## src/hdl/msrt_pkg.sv

```systemverilog
// types and constants of the machine slot reservation table
package msrt_pkg;

   localparam int OP_W     = 2;
   localparam int MACH_W   = 4;
   localparam int START_W  = 6;
   localparam int END_W    = 7;
   localparam int STATUS_W = 2;

   localparam logic [OP_W-1:0] OP_CLEAR   = 2'd0;
   localparam logic [OP_W-1:0] OP_RESERVE = 2'd1;
   localparam logic [OP_W-1:0] OP_READ    = 2'd2;

   localparam logic [STATUS_W-1:0] ST_DONE     = 2'd0;
   localparam logic [STATUS_W-1:0] ST_CONFLICT = 2'd1;
   localparam logic [STATUS_W-1:0] ST_RANGE    = 2'd2;

   typedef enum logic [6:0] {
      S_IDLE      = 7'b0000001,
      S_CLEAR     = 7'b0000010,
      S_CHECK     = 7'b0000100,
      S_WRITE     = 7'b0001000,
      S_READ      = 7'b0010000,
      S_READ_WAIT = 7'b0100000,
      S_DONE      = 7'b1000000
   } state_type;

   typedef struct packed {
      logic rd_en;
      logic wr_en;
   } mem_cmd_type;

endpackage

```

## src/hdl/msrt_rsp_reg.sv

```systemverilog
// result output register, holds a transaction until it is taken
module msrt_rsp_reg #(
   parameter int ID_BITS = 9
) (
   input  logic                          clock,
   input  logic                          reset,
   input  logic                          load,
   input  logic [msrt_pkg::STATUS_W-1:0] in_status,
   input  logic signed [ID_BITS-1:0]     in_job,
   input  logic signed [ID_BITS-1:0]     in_op,
   input  logic [msrt_pkg::START_W-1:0]  in_start,
   input  logic [msrt_pkg::END_W-1:0]    in_end,
   output logic                          free,
   output logic                          rsp_valid,
   input  logic                          rsp_ready,
   output logic [msrt_pkg::STATUS_W-1:0] rsp_status,
   output logic signed [ID_BITS-1:0]     rsp_cell_job,
   output logic signed [ID_BITS-1:0]     rsp_cell_op,
   output logic [msrt_pkg::START_W-1:0]  rsp_cell_start,
   output logic [msrt_pkg::END_W-1:0]    rsp_cell_end
);
   import msrt_pkg::*;

   logic                valid_ff;
   logic [STATUS_W-1:0] status_ff;
   logic [ID_BITS-1:0]  job_ff;
   logic [ID_BITS-1:0]  op_ff;
   logic [START_W-1:0]  start_ff;
   logic [END_W-1:0]    end_ff;

   assign free = !valid_ff || rsp_ready;

   always_ff @(posedge clock) begin
      if (reset) begin
         valid_ff <= 1'b0;
      end else if (load) begin
         valid_ff <= 1'b1;
      end else if (rsp_ready) begin
         valid_ff <= 1'b0;
      end
   end

   always_ff @(posedge clock) begin
      if (load) begin
         status_ff <= in_status;
         job_ff    <= in_job;
         op_ff     <= in_op;
         start_ff  <= in_start;
         end_ff    <= in_end;
      end
   end

   assign rsp_valid      = valid_ff;
   assign rsp_status     = status_ff;
   assign rsp_cell_job   = job_ff;
   assign rsp_cell_op    = op_ff;
   assign rsp_cell_start = start_ff;
   assign rsp_cell_end   = end_ff;

endmodule

```

## config.mk

```make
export PLATFORM = sky130hd
export DESIGN_NAME = msrt_rsp_reg
export DESIGN_NICKNAME = d
export VERILOG_FILES = /design/src/hdl/msrt_pkg.sv /design/src/hdl/msrt_rsp_reg.sv
export SDC_FILE = /design/constraint.sdc
export NUM_CORES = 1
export LEC_CHECK = 0
export BUFFER_PORTS_ARGS = -buffer_cell sky130_fd_sc_hd__buf_2
export CORE_AREA = 2 2 58 60
export DETAILED_ROUTE_END_ITERATION = 7
export DIE_AREA = 0 0 60 62
export PLACE_DENSITY = 0.7
export SETUP_SLACK_MARGIN = 0.05
export SYNTH_ARGS = -nofsm -noshare
export SYNTH_HDL_FRONTEND = slang
export SYNTH_SLANG_ARGS = --single-unit
export TNS_END_PERCENT = 50
```

## constraint.sdc

```tcl
create_clock -name clock -period 0.8 [get_ports clock]
set_input_delay 0.16 -clock clock [delete_from_list [all_inputs] [get_ports clock]]
set_output_delay 0.16 -clock clock [all_outputs]
set_load 0.01 [all_outputs]
```

# ---- Yosys cells after proc, flatten, opt, wreduce, memory -nomap -nowiden
# Cells that the tools add are included.
dict set report word_totals {
  ff_bits 34
  elab_cells 11
  in_bits 37
  output_inout_bits 35
}
dict set report op_classes {
  reduce_logical 3
  mux 2
}
# operator count
set ops {}
lappend ops {{$mux W1} 2}
lappend ops {{$reduce_bool A2 Y1} 1}
lappend ops {{$logic_not A1 Y1} 1}
lappend ops {{$logic_or A1 B1 Y1} 1}

# ---- Longest topological paths before layout
dict set report logic_depth {
  depth_word 2
  depth_mapped 2
  depth_no_buf 2
}

# ---- Least setup slack after synthesis
# No wires, ideal clock.
dict set report synth_timing {
  path_kind {register to register}
  from {register rsp_valid (netlist name)}
  to {register valid_ff, in the netlist rsp_valid}
  arrival_time_ps 597
  n_path_buf 0
  slack_ps 137
  stages_incl_launch_ff 3
  required_time_ps 734
  cell_sequence {dfxtp_1 nand2b_4 a21oi_2}
}
# item line_no
set synth_rtl {}
lappend synth_rtl {{to (signal assigned)} msrt_rsp_reg.sv:35} ;# valid_ff <= 1'b0;
lappend synth_rtl {{to (signal assigned)} msrt_rsp_reg.sv:37} ;# valid_ff <= 1'b1;
lappend synth_rtl {{to (signal assigned)} msrt_rsp_reg.sv:39} ;# valid_ff <= 1'b0;
lappend synth_rtl {{to (decl)} msrt_rsp_reg.sv:24} ;# logic valid_ff;

# ---- Final worst setup path
dict set report layout_timing {
  from {register status_ff[0], in the netlist rsp_status[0]}
  to {output port rsp_status[0] in the netlist's numbering}
}
# item line_no
set layout_rtl {}
lappend layout_rtl {{from (decl)} msrt_rsp_reg.sv:25} ;# logic [STATUS_W-1:0] status_ff;
lappend layout_rtl {{from (signal assigned)} msrt_rsp_reg.sv:45} ;# status_ff <= in_status;
lappend layout_rtl {{to (decl)} msrt_rsp_reg.sv:16} ;# output logic [msrt_pkg::STATUS_W-1:0] rsp_status,
# No word-level cell between the ends.

==> flow_summary.json <==
{
  "status": "complete, but fails checks",
  "violations": "setup timing",
  "critPathBufInv": 1,
  "antenna_found_initial": 0,
  "initial_core_util_pct": 32.6,
  "wl_mm": 2.56,
  "grt_remaining_overflow": 0,
  "maxSlewViolCount": 0,
  "power_mw": 3.87,
  "cts_sinks": 34,
  "drcViolationCount": 0,
  "die_h_um": 62,
  "post-route-min-period_ps": 1060,
  "setup_viol": 35,
  "leakagePower_nw": 0.838,
  "crit_family": "flip-flops",
  "cp-start-kind": "register",
  "hold_viol": 0,
  "fmax_mhz": 944,
  "crit_chain": "buf_2",
  "die_width_um": 60,
  "finalCritPeriodShare_pct": 132,
  "synth.distinct_cells": 5,
  "crit_path_top_delay_cell": "edfxtp_1",
  "grt_max_degree": 22,
  "cts_tree": "yes",
  "crit_fanout": 1,
  "grt_pass1_wl_mm": 3.37,
  "worstPathRequired_ps": 640,
  "drt-pass1-iter-count": 4,
  "fin_nets": 189,
  "h-tree-depth": 2,
  "syn_inst": 37,
  "path_clk_slew_ps": 110,
  "cts.path.max_buffers": 2,
  "insertion_delay_ps": 330,
  "drt_iter0_markers": 9,
  "synth_compound_area_share_pct": 0.844,
  "synth_top_family_by_area": "simple AND/OR/NAND/NOR gates",
  "rows": 21,
  "pwr_density_cell_nw_per_um2": 1990,
  "coreArea_um2": 3180,
  "synthSimpleGateAreaFrac_pct": 1.33,
  "critPathMaxStageDelay_ps": 410,
  "relSlewSlack_pct": 92.2,
  "final_util_pct": 61.2,
  "worst_pin_slew_ps": 117,
  "syn_avg_cell_area_um2": 28.0,
  "hold_path.class": "input port to register",
  "port_buffers": 71,
  "ys_seq_area_share_pct": 97.5,
  "cts-buffers-inserted": 5,
  "areaGrowthSynthToFinish_pct": 87.6,
  "worstSetupPathType": "register to output port",
  "grt_setup_unrepaired": "true",
  "antennaDiodeCount": 0,
  "yosysWarnings": 0,
  "finClkSkew_ps": 0,
  "drive_gt1_share_pct": 54.9,
  "vias": 799,
  "crit_arrival_ps": 900,
  "io-pin-count": 72,
  "root_buffer": "clkbuf_4",
  "synthAdderAreaFrac_pct": 0,
  "wl_per_cell_um": 12.9,
  "fin_setup_tns_ps": -7400,
  "synth_xor_area_share_pct": 0,
  "grt_pass1_vias": 725,
  "syn_nets": 74,
  "place.gp.congestion": 0.628,
  "fin_ws_ps": -259,
  "viasPerCell": 4.02,
  "cap_viol_max_count": 0,
  "postRouteAntennaNets": 0,
  "ys_seq_elements": 34,
  "syn-cell-area_um2": 1040,
  "ir_drop_mv": 1.28,
  "endpoint_kind": "output port",
  "muxShareOfSynthArea_pct": 0,
  "die-area_um2": 3720,
  "grt_usage_pct": 13.7
}
Yosys cell counts, drive strengths merged:
cell type   n  area share [%]
inv         1            0.36
nand2b      1             1.3
edfxtp     33              96
dfxtp       1             1.9
a21oi       1            0.84
final cells by class:
cell class / count / area [um^2]
Timing Repair Buffer: 108 / 768
Fill cell: 236 / 1230
Multi-Input combinational cell: 2 / 22.5
Inverter: 1 / 3.75
Tap cell: 46 / 57.6
Sequential cell: 34 / 1010
Clock buffer: 6 / 41.3
Clock inverter: 2 / 37.5
final timing paths:
path / start / to / slack (ps) / cells after the start
setup / recovery: rsp_status[0] / rsp_status[0] / -260 / 1
hold / removal: rsp_ready / rsp_valid / 210 / 4
setup reg to reg: rsp_valid / rsp_valid / 30 / 3
hold reg to reg: rsp_valid / rsp_valid / 620 / 3
power by group:
group          leakage (nW)  total [mW]  internal, mW  switching (mW)
sequential            0.332        2.14          2.10          0.0398
clock                0.0385        1.21         0.659           0.553
combinational         0.467       0.515         0.301           0.214
total                 0.838        3.87          3.06           0.807
tightest hold or removal path: stages:
cell and delay (ps):
buf_2 90, nand2b_4 120, buf_4 110, a21oi_2 50
cells by family (layout without fill, tap and decap cells):
kind of cell | count (synthesis) | in the layout
flip-flops | 34 | 34
AO/OA/AOI/OAI | 1 | 1
buffers and inverters | 1 | 117
AND/OR/NAND/NOR | 1 | 1
layer usage:
metal / vias to the layer above / GRT usage (%) / routed length [um]
li1: 375 / - / -
met1: 356 / 15.4 / 947
met2: 63 / 19.9 / 1230
met3: 5 / 9.52 / 337
met4: 0 / 6.67 / 47
met5: - / 0 / 0
sequential cells by signal, summed over array words and instances (netlist names):
name            flops
rsp_cell_end        7
rsp_cell_job        9
rsp_cell_op         9
rsp_cell_start      6
rsp_status          2
rsp_valid           1
cell usage in the layout (no fill, tap or decap), drive strengths merged:
cell type	n
a21oi	1
buf	74
bufinv	1
clkbuf	6
clkinvlp	1
dfxtp	1
dlygate4sd3	34
edfxtp	33
inv	1
nand2b	1
what timing repair did:
item	CTS	global route
setup buffers	0	1
pin swaps	0	1
endpoints found under the hold margin	27	7
gates resized for setup	2	4
endpoints found under the setup margin	35	35
hold buffers	27	7
stage by stage:
step | hold slack (ps) | instance area [um^2] | worst slack [ps] | std cells
6_report | 209 | 1950 | -259 | 199
5_1_grt | 191 | 1950 | -303 | 199
4_1_cts | 1.15 | 1850 | -255 | 191
3_5_place_dp | 336 | 1490 | 13.3 | 156
3_3_place_gp | 321 | 1490 | 28.6 | 156
2_1_floorplan | 222 | 1040 | 137 | 37
Note: power is estimated with default switching activity, not from simulation.
