--- src/hdl/msrt_pkg.sv ---
// types and constants of the machine slot reservation table
package msrt_pkg;

   localparam int OP_W     = 2;
   localparam int MACH_W   = 4;
   localparam int START_W  = 6;
   localparam int END_W    = 7;
   localparam int STATUS_W = 2;

   localparam logic [OP_W-1:0] OP_CLEAR   = 2'd0;
   localparam logic [OP_W-1:0] OP_RESERVE = 2'd1;
   localparam logic [OP_W-1:0] OP_READ    = 2'd2;

   localparam logic [STATUS_W-1:0] ST_DONE     = 2'd0;
   localparam logic [STATUS_W-1:0] ST_CONFLICT = 2'd1;
   localparam logic [STATUS_W-1:0] ST_RANGE    = 2'd2;

   typedef enum logic [6:0] {
      S_IDLE      = 7'b0000001,
      S_CLEAR     = 7'b0000010,
      S_CHECK     = 7'b0000100,
      S_WRITE     = 7'b0001000,
      S_READ      = 7'b0010000,
      S_READ_WAIT = 7'b0100000,
      S_DONE      = 7'b1000000
   } state_type;

   typedef struct packed {
      logic rd_en;
      logic wr_en;
   } mem_cmd_type;

endpackage

--- src/hdl/msrt_ctrl.sv ---
// sequencer: clear sweep, reserve check and write walks, cell read
module msrt_ctrl #(
   parameter int MACHINES   = 8,
   parameter int TIME_SLOTS = 64,
   parameter int ID_BITS    = 9,
   parameter int AW         = 9,
   parameter int WORD_W     = 31
) (
   input  logic                          clock,
   input  logic                          reset,
   input  logic                          req_valid,
   output logic                          req_ready,
   input  logic [msrt_pkg::OP_W-1:0]     req_operation,
   input  logic [msrt_pkg::MACH_W-1:0]   req_machine,
   input  logic signed [ID_BITS-1:0]     req_job_id,
   input  logic signed [ID_BITS-1:0]     req_op_id,
   input  logic [msrt_pkg::START_W-1:0]  req_start_time,
   input  logic [msrt_pkg::END_W-1:0]    req_end_time,
   output msrt_pkg::mem_cmd_type         mem_cmd,
   output logic [AW-1:0]                 mem_addr,
   output logic [WORD_W-1:0]             mem_wr_data,
   input  logic [WORD_W-1:0]             mem_rd_data,
   input  logic                          rsp_free,
   output logic                          res_load,
   output logic [msrt_pkg::STATUS_W-1:0] res_status,
   output logic signed [ID_BITS-1:0]     res_job,
   output logic signed [ID_BITS-1:0]     res_op,
   output logic [msrt_pkg::START_W-1:0]  res_start,
   output logic [msrt_pkg::END_W-1:0]    res_end
);
   import msrt_pkg::*;

   localparam int SB    = $clog2(TIME_SLOTS);
   localparam int MB    = AW - SB;
   localparam int CNT_W = (SB > END_W ? SB : END_W) + 1;
   localparam logic [31:0] MACH_MAX = 32'(MACHINES);
   localparam logic [31:0] SLOT_MAX = 32'(TIME_SLOTS);

   state_type             state_ff, state_in;
   logic [AW-1:0]         sweep_ff, sweep_in;
   logic                  need_rsp_ff, need_rsp_in;
   logic                  issue_ff, issue_in;
   logic                  pend_ff, pend_in;
   logic                  pend_last_ff, pend_last_in;
   logic [ID_BITS-1:0]    job_ff, job_in;
   logic [ID_BITS-1:0]    op_ff, op_in;
   logic [MB-1:0]         mach_ff, mach_in;
   logic [START_W-1:0]    start_ff, start_in;
   logic [END_W-1:0]      end_ff, end_in;
   logic [CNT_W-1:0]      tcnt_ff, tcnt_in;
   logic [STATUS_W-1:0]   status_ff, status_in;
   logic [ID_BITS-1:0]    rjob_ff, rjob_in;
   logic [ID_BITS-1:0]    rop_ff, rop_in;
   logic [START_W-1:0]    rstart_ff, rstart_in;
   logic [END_W-1:0]      rend_ff, rend_in;

   logic [31:0]      mach_m1;
   logic             mach_ok;
   logic             occupied;
   logic             tcnt_last;
   logic [CNT_W-1:0] end_ext;
   logic [CNT_W-1:0] start_ext;
   logic [CNT_W-1:0] req_start_ext;

   assign mach_m1       = {{(32-MACH_W){1'b0}}, req_machine} - 32'd1;
   assign mach_ok       = (req_machine != '0) &&
                          ({{(32-MACH_W){1'b0}}, req_machine} <= MACH_MAX);
   assign end_ext       = {{(CNT_W-END_W){1'b0}}, end_ff};
   assign start_ext     = {{(CNT_W-START_W){1'b0}}, start_ff};
   assign req_start_ext = {{(CNT_W-START_W){1'b0}}, req_start_time};
   assign tcnt_last     = (tcnt_ff + CNT_W'(1)) == end_ext;
   // occupied when either stored id has its sign bit clear
   assign occupied      = !mem_rd_data[WORD_W-1] || !mem_rd_data[WORD_W-1-ID_BITS];

   assign req_ready = (state_ff == S_IDLE);

   always_comb begin
      state_in     = state_ff;
      sweep_in     = sweep_ff;
      need_rsp_in  = need_rsp_ff;
      issue_in     = issue_ff;
      pend_in      = pend_ff;
      pend_last_in = pend_last_ff;
      job_in       = job_ff;
      op_in        = op_ff;
      mach_in      = mach_ff;
      start_in     = start_ff;
      end_in       = end_ff;
      tcnt_in      = tcnt_ff;
      status_in    = status_ff;
      rjob_in      = rjob_ff;
      rop_in       = rop_ff;
      rstart_in    = rstart_ff;
      rend_in      = rend_ff;
      mem_cmd      = '0;
      res_load     = 1'b0;

      case (state_ff)
         S_IDLE: begin
            if (req_valid) begin
               job_in       = req_job_id;
               op_in        = req_op_id;
               mach_in      = mach_m1[MB-1:0];
               start_in     = req_start_time;
               end_in       = req_end_time;
               tcnt_in      = req_start_ext;
               sweep_in     = '0;
               issue_in     = 1'b0;
               pend_in      = 1'b0;
               pend_last_in = 1'b0;
               status_in    = ST_DONE;
               rjob_in      = '1;
               rop_in       = '1;
               rstart_in    = '0;
               rend_in      = '0;
               case (req_operation)
                  OP_CLEAR: begin
                     need_rsp_in = 1'b1;
                     state_in    = S_CLEAR;
                  end
                  OP_RESERVE: begin
                     if (!mach_ok ||
                         ({{(32-END_W){1'b0}}, req_end_time} > SLOT_MAX)) begin
                        status_in = ST_RANGE;
                        state_in  = S_DONE;
                     end else if ({1'b0, req_start_time} >= req_end_time) begin
                        state_in = S_DONE;
                     end else begin
                        issue_in = 1'b1;
                        state_in = S_CHECK;
                     end
                  end
                  OP_READ: begin
                     if (!mach_ok ||
                         ({{(32-START_W){1'b0}}, req_start_time} >= SLOT_MAX)) begin
                        status_in = ST_RANGE;
                        state_in  = S_DONE;
                     end else begin
                        state_in = S_READ;
                     end
                  end
                  default: begin
                     state_in = S_DONE;
                  end
               endcase
            end
         end
         S_CLEAR: begin
            mem_cmd.wr_en = 1'b1;
            sweep_in      = sweep_ff + AW'(1);
            if (sweep_ff == '1) begin
               need_rsp_in = 1'b0;
               state_in    = need_rsp_ff ? S_DONE : S_IDLE;
            end
         end
         S_CHECK: begin
            // reads issue one per cycle, data is checked in the cycle after
            if (issue_ff) begin
               mem_cmd.rd_en = 1'b1;
               tcnt_in       = tcnt_ff + CNT_W'(1);
               if (tcnt_last) begin
                  issue_in = 1'b0;
               end
            end
            pend_in      = issue_ff;
            pend_last_in = issue_ff && tcnt_last;
            if (pend_ff) begin
               if (occupied) begin
                  status_in = ST_CONFLICT;
                  issue_in  = 1'b0;
                  pend_in   = 1'b0;
                  state_in  = S_DONE;
               end else if (pend_last_ff) begin
                  tcnt_in  = start_ext;
                  pend_in  = 1'b0;
                  state_in = S_WRITE;
               end
            end
         end
         S_WRITE: begin
            mem_cmd.wr_en = 1'b1;
            tcnt_in       = tcnt_ff + CNT_W'(1);
            if (tcnt_last) begin
               state_in = S_DONE;
            end
         end
         S_READ: begin
            mem_cmd.rd_en = 1'b1;
            state_in      = S_READ_WAIT;
         end
         S_READ_WAIT: begin
            rjob_in   = mem_rd_data[WORD_W-1 -: ID_BITS];
            rop_in    = mem_rd_data[WORD_W-1-ID_BITS -: ID_BITS];
            rstart_in = mem_rd_data[END_W +: START_W];
            rend_in   = mem_rd_data[END_W-1:0];
            state_in  = S_DONE;
         end
         S_DONE: begin
            if (rsp_free) begin
               res_load = 1'b1;
               state_in = S_IDLE;
            end
         end
         default: begin
            state_in = S_IDLE;
         end
      endcase
   end

   assign mem_addr    = (state_ff == S_CLEAR) ? sweep_ff : {mach_ff, tcnt_ff[SB-1:0]};
   assign mem_wr_data = (state_ff == S_CLEAR) ?
                        {job_ff, op_ff, {(START_W+END_W){1'b0}}} :
                        {job_ff, op_ff, start_ff, end_ff};

   always_ff @(posedge clock) begin
      if (reset) begin
         state_ff     <= S_CLEAR;
         sweep_ff     <= '0;
         need_rsp_ff  <= 1'b0;
         issue_ff     <= 1'b0;
         pend_ff      <= 1'b0;
         pend_last_ff <= 1'b0;
         job_ff       <= '1;
         op_ff        <= '1;
      end else begin
         state_ff     <= state_in;
         sweep_ff     <= sweep_in;
         need_rsp_ff  <= need_rsp_in;
         issue_ff     <= issue_in;
         pend_ff      <= pend_in;
         pend_last_ff <= pend_last_in;
         job_ff       <= job_in;
         op_ff        <= op_in;
      end
   end

   always_ff @(posedge clock) begin
      mach_ff   <= mach_in;
      start_ff  <= start_in;
      end_ff    <= end_in;
      tcnt_ff   <= tcnt_in;
      status_ff <= status_in;
      rjob_ff   <= rjob_in;
      rop_ff    <= rop_in;
      rstart_ff <= rstart_in;
      rend_ff   <= rend_in;
   end

   assign res_status = status_ff;
   assign res_job    = rjob_ff;
   assign res_op     = rop_ff;
   assign res_start  = rstart_ff;
   assign res_end    = rend_ff;

endmodule

--- config.mk ---
export PLATFORM = sky130hd
export DESIGN_NAME = msrt_ctrl
export DESIGN_NICKNAME = d
export VERILOG_FILES = /design/src/hdl/msrt_pkg.sv /design/src/hdl/msrt_ctrl.sv
export SDC_FILE = /design/constraint.sdc
export NUM_CORES = 1
export LEC_CHECK = 0
export BUFFER_PORTS_ARGS = -buffer_cell sky130_fd_sc_hd__buf_2
export CORE_ASPECT_RATIO = 1.4
export CORE_MARGIN = 4
export CORE_UTILIZATION = 25
export DETAILED_ROUTE_END_ITERATION = 12
export GPL_ROUTABILITY_DRIVEN = 0
export PLACE_DENSITY_LB_ADDON = 0.3
export SETUP_SLACK_MARGIN = 0.15
export SLEW_MARGIN = 20
export SYNTH_ARGS = -nofsm -noshare
export SYNTH_HDL_FRONTEND = slang
export SYNTH_SLANG_ARGS = --single-unit
export TNS_END_PERCENT = 10
--- constraint.sdc ---
create_clock -name clock -period 2.5 [get_ports clock]
set_clock_uncertainty 0.05 [all_clocks]
set_input_delay 0.75 -clock clock [delete_from_list [all_inputs] [get_ports clock]]
set_output_delay 0.75 -clock clock [all_outputs]
set_load 0.01 [all_outputs]
# Word level (Yosys, flattened, before mapping)
# Cells that the tools add are included.
# W data, S select, Z words.
# classes
add_sub_neg,3
mul,0
div_mod_pow,0
order_cmp,3
n_eq_ne,19
n_shift,0
muxes,61
n_bitwise,0
n_reduce_logical,22
# ops
cell,n
$mux W7,12
$pmux W9 S2,3
$pmux W7 S7,1
$mux W8,5
$mux W9,3
$pmux W8 S3,1
$pmux W7 S3,1
$mux W1,19
$pmux W7 S2,1
$mux W13,1
$ne A2 B2 Y1 const B,6
$pmux W6 S2,1
$mux W2,5
$pmux W1 S2,5
$reduce_and A2 Y1,5
$add A9 B1 Y9 const B,1
$eq A9 B9 Y1 const B,1
$add A8 B1 Y8 const B,1
$eq A8 B7 Y1,1
$pmux W2 S2,2
$reduce_and A4 Y1,2
$eq A7 B1 Y1 const B,1
$eq A7 B2 Y1 const B,1
$eq A7 B3 Y1 const B,1
other kinds (22),28
# word_totals
register_bits,95
latchBits,0
ramBits,0
mem_bits_ro,0
wordCells,125
n_memories,0

# Longest topological paths before layout
# logic_depth
ltp_word,8
mapped_depth,8

# Least setup slack after synthesis
# No wires, ideal clock.
# synth_timing
path_type,in2reg
start,input port req_valid
end,register rend_ff[0] (netlist: res_end[0]) (enable)
t_arrival_ns,1.877
required_ns,2.062
setup_slack_ns,0.185
cell_stages,3
path_cell_list,nand4_1 clkbuf_1 nand2_1
# synth_via
elab_chain_cells,2
# synth_lines
element,line_no,source
start: declaration,msrt_ctrl.sv:11,"input logic req_valid,"
$ne A2 B2 Y1 (no source line),-,
$reduce_and A2 Y1 (no source line),-,
end signal: assignment,msrt_ctrl.sv:246,rend_ff <= rend_in;
end: declaration,msrt_ctrl.sv:55,"logic [END_W-1:0] rend_ff, rend_in;"
# No other way between the ends.
# A chain may end at the register's enable or synchronous reset.

# Worst setup path in the final report
# layout_timing
start,register state_ff[4]
end,output port mem_wr_data[1]
# layout_via
elab_chain_cells,2
# layout_lines
element,line_no,source
start: declaration,msrt_ctrl.sv:39,"state_type state_ff, state_in;"
start signal: assignment,msrt_ctrl.sv:226,state_ff <= state_in;
$eq A7 B2 Y1,msrt_ctrl.sv:211,assign mem_wr_data = (state_ff == S_CLEAR) ?
$mux W13,msrt_ctrl.sv:211,
end: declaration,msrt_ctrl.sv:21,"output logic [WORD_W-1:0] mem_wr_data,"
# No other way between the ends.

==> flow_summary.toml <==
[die]
boundaryPins = 149
dieArea_um2 = 21700
start_util = 0.253
num_rows = 60
core_region_area_um2 = 19100
dieWidth_um = 126
die_h_um = 173

[worst_setup_path]
cp_cell_sequence = "nor3_4 > nand3_2 > buf_12 > and2_1 > buf_2"
crit_family = "simple AND/OR/NAND/NOR gates"
critPathBufInv = 2
timing.critical_path.fanout_max = 28
crit_type = "reg2out"
cpMaxStageDelayCell = "dfxtp_4"
cp.required_ps = 1700
startpoint_type = "flip-flop"
worstPathArrival_ps = 1610
cpPeakStageDelay_ps = 360
cp-end-kind = "output port"

[synth]
synth_top_area_cell = "edfxtp_1"
synth-async-reset-ratio = 0
synthTopCellsByCount = "95 x nand2_1, 57 x edfxtp_1, 38 x dfxtp_1"
yosys-top-cells-area = "edfxtp_1 35%, dfxtp_1 16%, nand2_1 7.4%"
ys_warn_count = 0
syn_area_um2 = 4840
synth_top_area_share = 0.353
synth-xor-area-share = 0.0307
yosysUniqueCellTypes = 59
synth-simple-area-share = 0.279
muxShareOfSynthArea = 0.00853
synthAdderAreaFrac = 0.0388
ys_ff_latch = 95
ys.flop_type = "edfxtp_1"
synth_compound_area_frac = 0.100
synth_top_family_by_area = "simple AND/OR/NAND/NOR gates"
ys_seq_area_frac = 0.511
synth_cells = 493
synth.most_common_cell = "nand2_1"
synth_enable_flop_cells = 57
synth_fp_nets = 580
syn_area_per_cell_um2 = 9.82

[place]
io_buffers = 148
pre_cts_slack_ps = -119
hpwl_um = 10700

[clocking]
clk_latency_ps = 350
cts_max_path_buffers = 2
h-tree-depth = 3
tritoncts = "built"
numCtsBuffers = 9
clock-root-buffer = "clkbuf_16"
cts.sinks = 95
cts.clk_slew.worst_paths_ps = 80

[drt]
drt_iter0_drc = 181
routed_wl_um = 13800
first_pass_iters = 4
drc = 0
vias = 4151
ant_nets = 0
routedWlPerCell_um = 15.1
viasPerCell = 4.52

[global_routing]
antenna_found_initial = 0
grt_max_degree = 32
grt_use_total = 0.125
grt_pass1_wl_um = 21800
grt_pass1_vias = 4133
grt-ovfl-total = 0

[power]
seq_power_share = 0.462
ir_drop_uv = 286
p_sw_frac = 0.273
p_comb_frac = 0.167
power_switching_mw = 1.01
fin_total_pwr_mw = 3.69
pwr-share-clk = 0.371
p_int_mw = 2.68
p_leak_nw = 2.69
power_density_nw_per_um2 = 567

[sta]
rsz0062_at_grt = "true"
slew_violations = 0
tns_ps = 0
tightest_slew_ps = 556
relSlewSlack = 0.629
min_period_ps = 2410
hold_violations = 0
finalWorstSetupSlack_ps = 90.6
final.period_utilization = 0.964
setup_viol = 0
max_freq_ghz = 0.415

[flow_run]
timing.max_cap.violations = 0

[layout]
seq_area_um2 = 2480
multi_input_area_um2 = 2290
antenna_cells = 0
postLayoutCoreUtil = 0.340
layout-drive-gt1-share = 0.346
fillers = 1993
final_nets = 752
syn_to_final_growth_pct = 34.3

[outcome]
status = "finished clean"

[min_path]
worstHoldPathType = "reg2reg"
-- metal layers --
| layer | wire length [um] | GRT usage | share of wire |
|---|---|---|---|
| met3 | 762 | 0.0253 | 0.055 |
| met1 | 6090 | 0.152 | 0.44 |
| met5 | 0 | 0 | 0 |
| met4 | 136 | 0.0434 | 0.0098 |
| met2 | 6840 | 0.220 | 0.49 |
-- per-stage QoR --
step           hold slack [ps]  cell area [um2]  cells
2_1_floorplan              403             4840    493
4_1_cts                    421             6420    917
5_1_grt                    433             6500    918
3_3_place_gp               395             6070    899
6_report                   412             6500    918
3_5_place_dp               403             6070    899
-- cells in the final DEF (no fill, tap or decap), drive strengths merged, types with 8 or more instances in the layout --
cell and count:
xor2 8, dfxtp 38, o21ai 14, buf 184, inv 18, nand3 17
xnor2 9, ha 15, a21oi 16, and2 29, nand2b 22, nor2 32
nand2 95, nor2b 9, edfxtp 57, nand3b 21, clkbuf 10
-- power by group through the flow --
| stage | Sequential (mW) | Combinational, mW | Clock [mW] |
|---|---|---|---|
| after floorplan | 1.74 | 0.307 | 0 |
| after global placement | 1.74 | 0.568 | 0 |
| after detailed placement | 1.74 | 0.570 | 0 |
| after CTS | 1.70 | 0.593 | 1.43 |
| after global routing | 1.71 | 0.686 | 1.48 |
| final | 1.70 | 0.615 | 1.37 |
-- path summary, 6_finish.rpt --
check | cells after the start | from | slack, ps | endpoint
worst max-delay path | 5 | state_ff[4] | 90 | mem_wr_data[1]
worst min-delay path | 2 | job_ff[5] | 410 | job_ff[5]
worst max register to register | 7 | tcnt_ff[0] | 280 | state_ff[1]
worst min register to register | 2 | job_ff[5] | 410 | job_ff[5]
-- logic make-up (layout without fill, tap and decap cells) --
family | after synthesis | in the layout
AO/OA/AOI/OAI | 66 | 66
flip-flops | 95 | 95
buffers and inverters | 38 | 215
AND/OR/NAND/NOR | 258 | 258
adder cells (fa/ha/maj) | 15 | 15
XOR/XNOR | 17 | 17
multiplexers | 4 | 4
-- sequential cells by signal, indices dropped and copies added, names as in the netlist --
name,count
res_job,9
res_end,7
res_status,2
sweep_ff,9
start_ff,6
pend_ff,1
mach_ff,3
end_ff,7
tcnt_ff,8
op_ff,9
issue_ff,1
res_start,6
job_ff,9
pend_last_ff,1
state_ff,7
res_op,9
need_rsp_ff,1
-- what timing repair did --
action                                  CTS  global route
resized for setup                        17            17
pin swaps                                 3             6
endpoints found under the setup margin   25            27
hold buffers                              0             0
buffers inserted                          2             1
-- tightest hold or removal path, stage by stage (launching register included) --
cell	delay, ps
dfxtp_1	320
nand2_1	50
nand3b_1	60
-- final cells by class --
type                    instances  share of cell area
well taps                     248              0.0477
inverters                      15             0.00866
repair buffers                184               0.166
flip-flops and latches         95               0.381
clock buffers                  10              0.0368
multi-input cells             360               0.352
clock inverters                 6             0.00808
(Power assumes the default switching activity.)
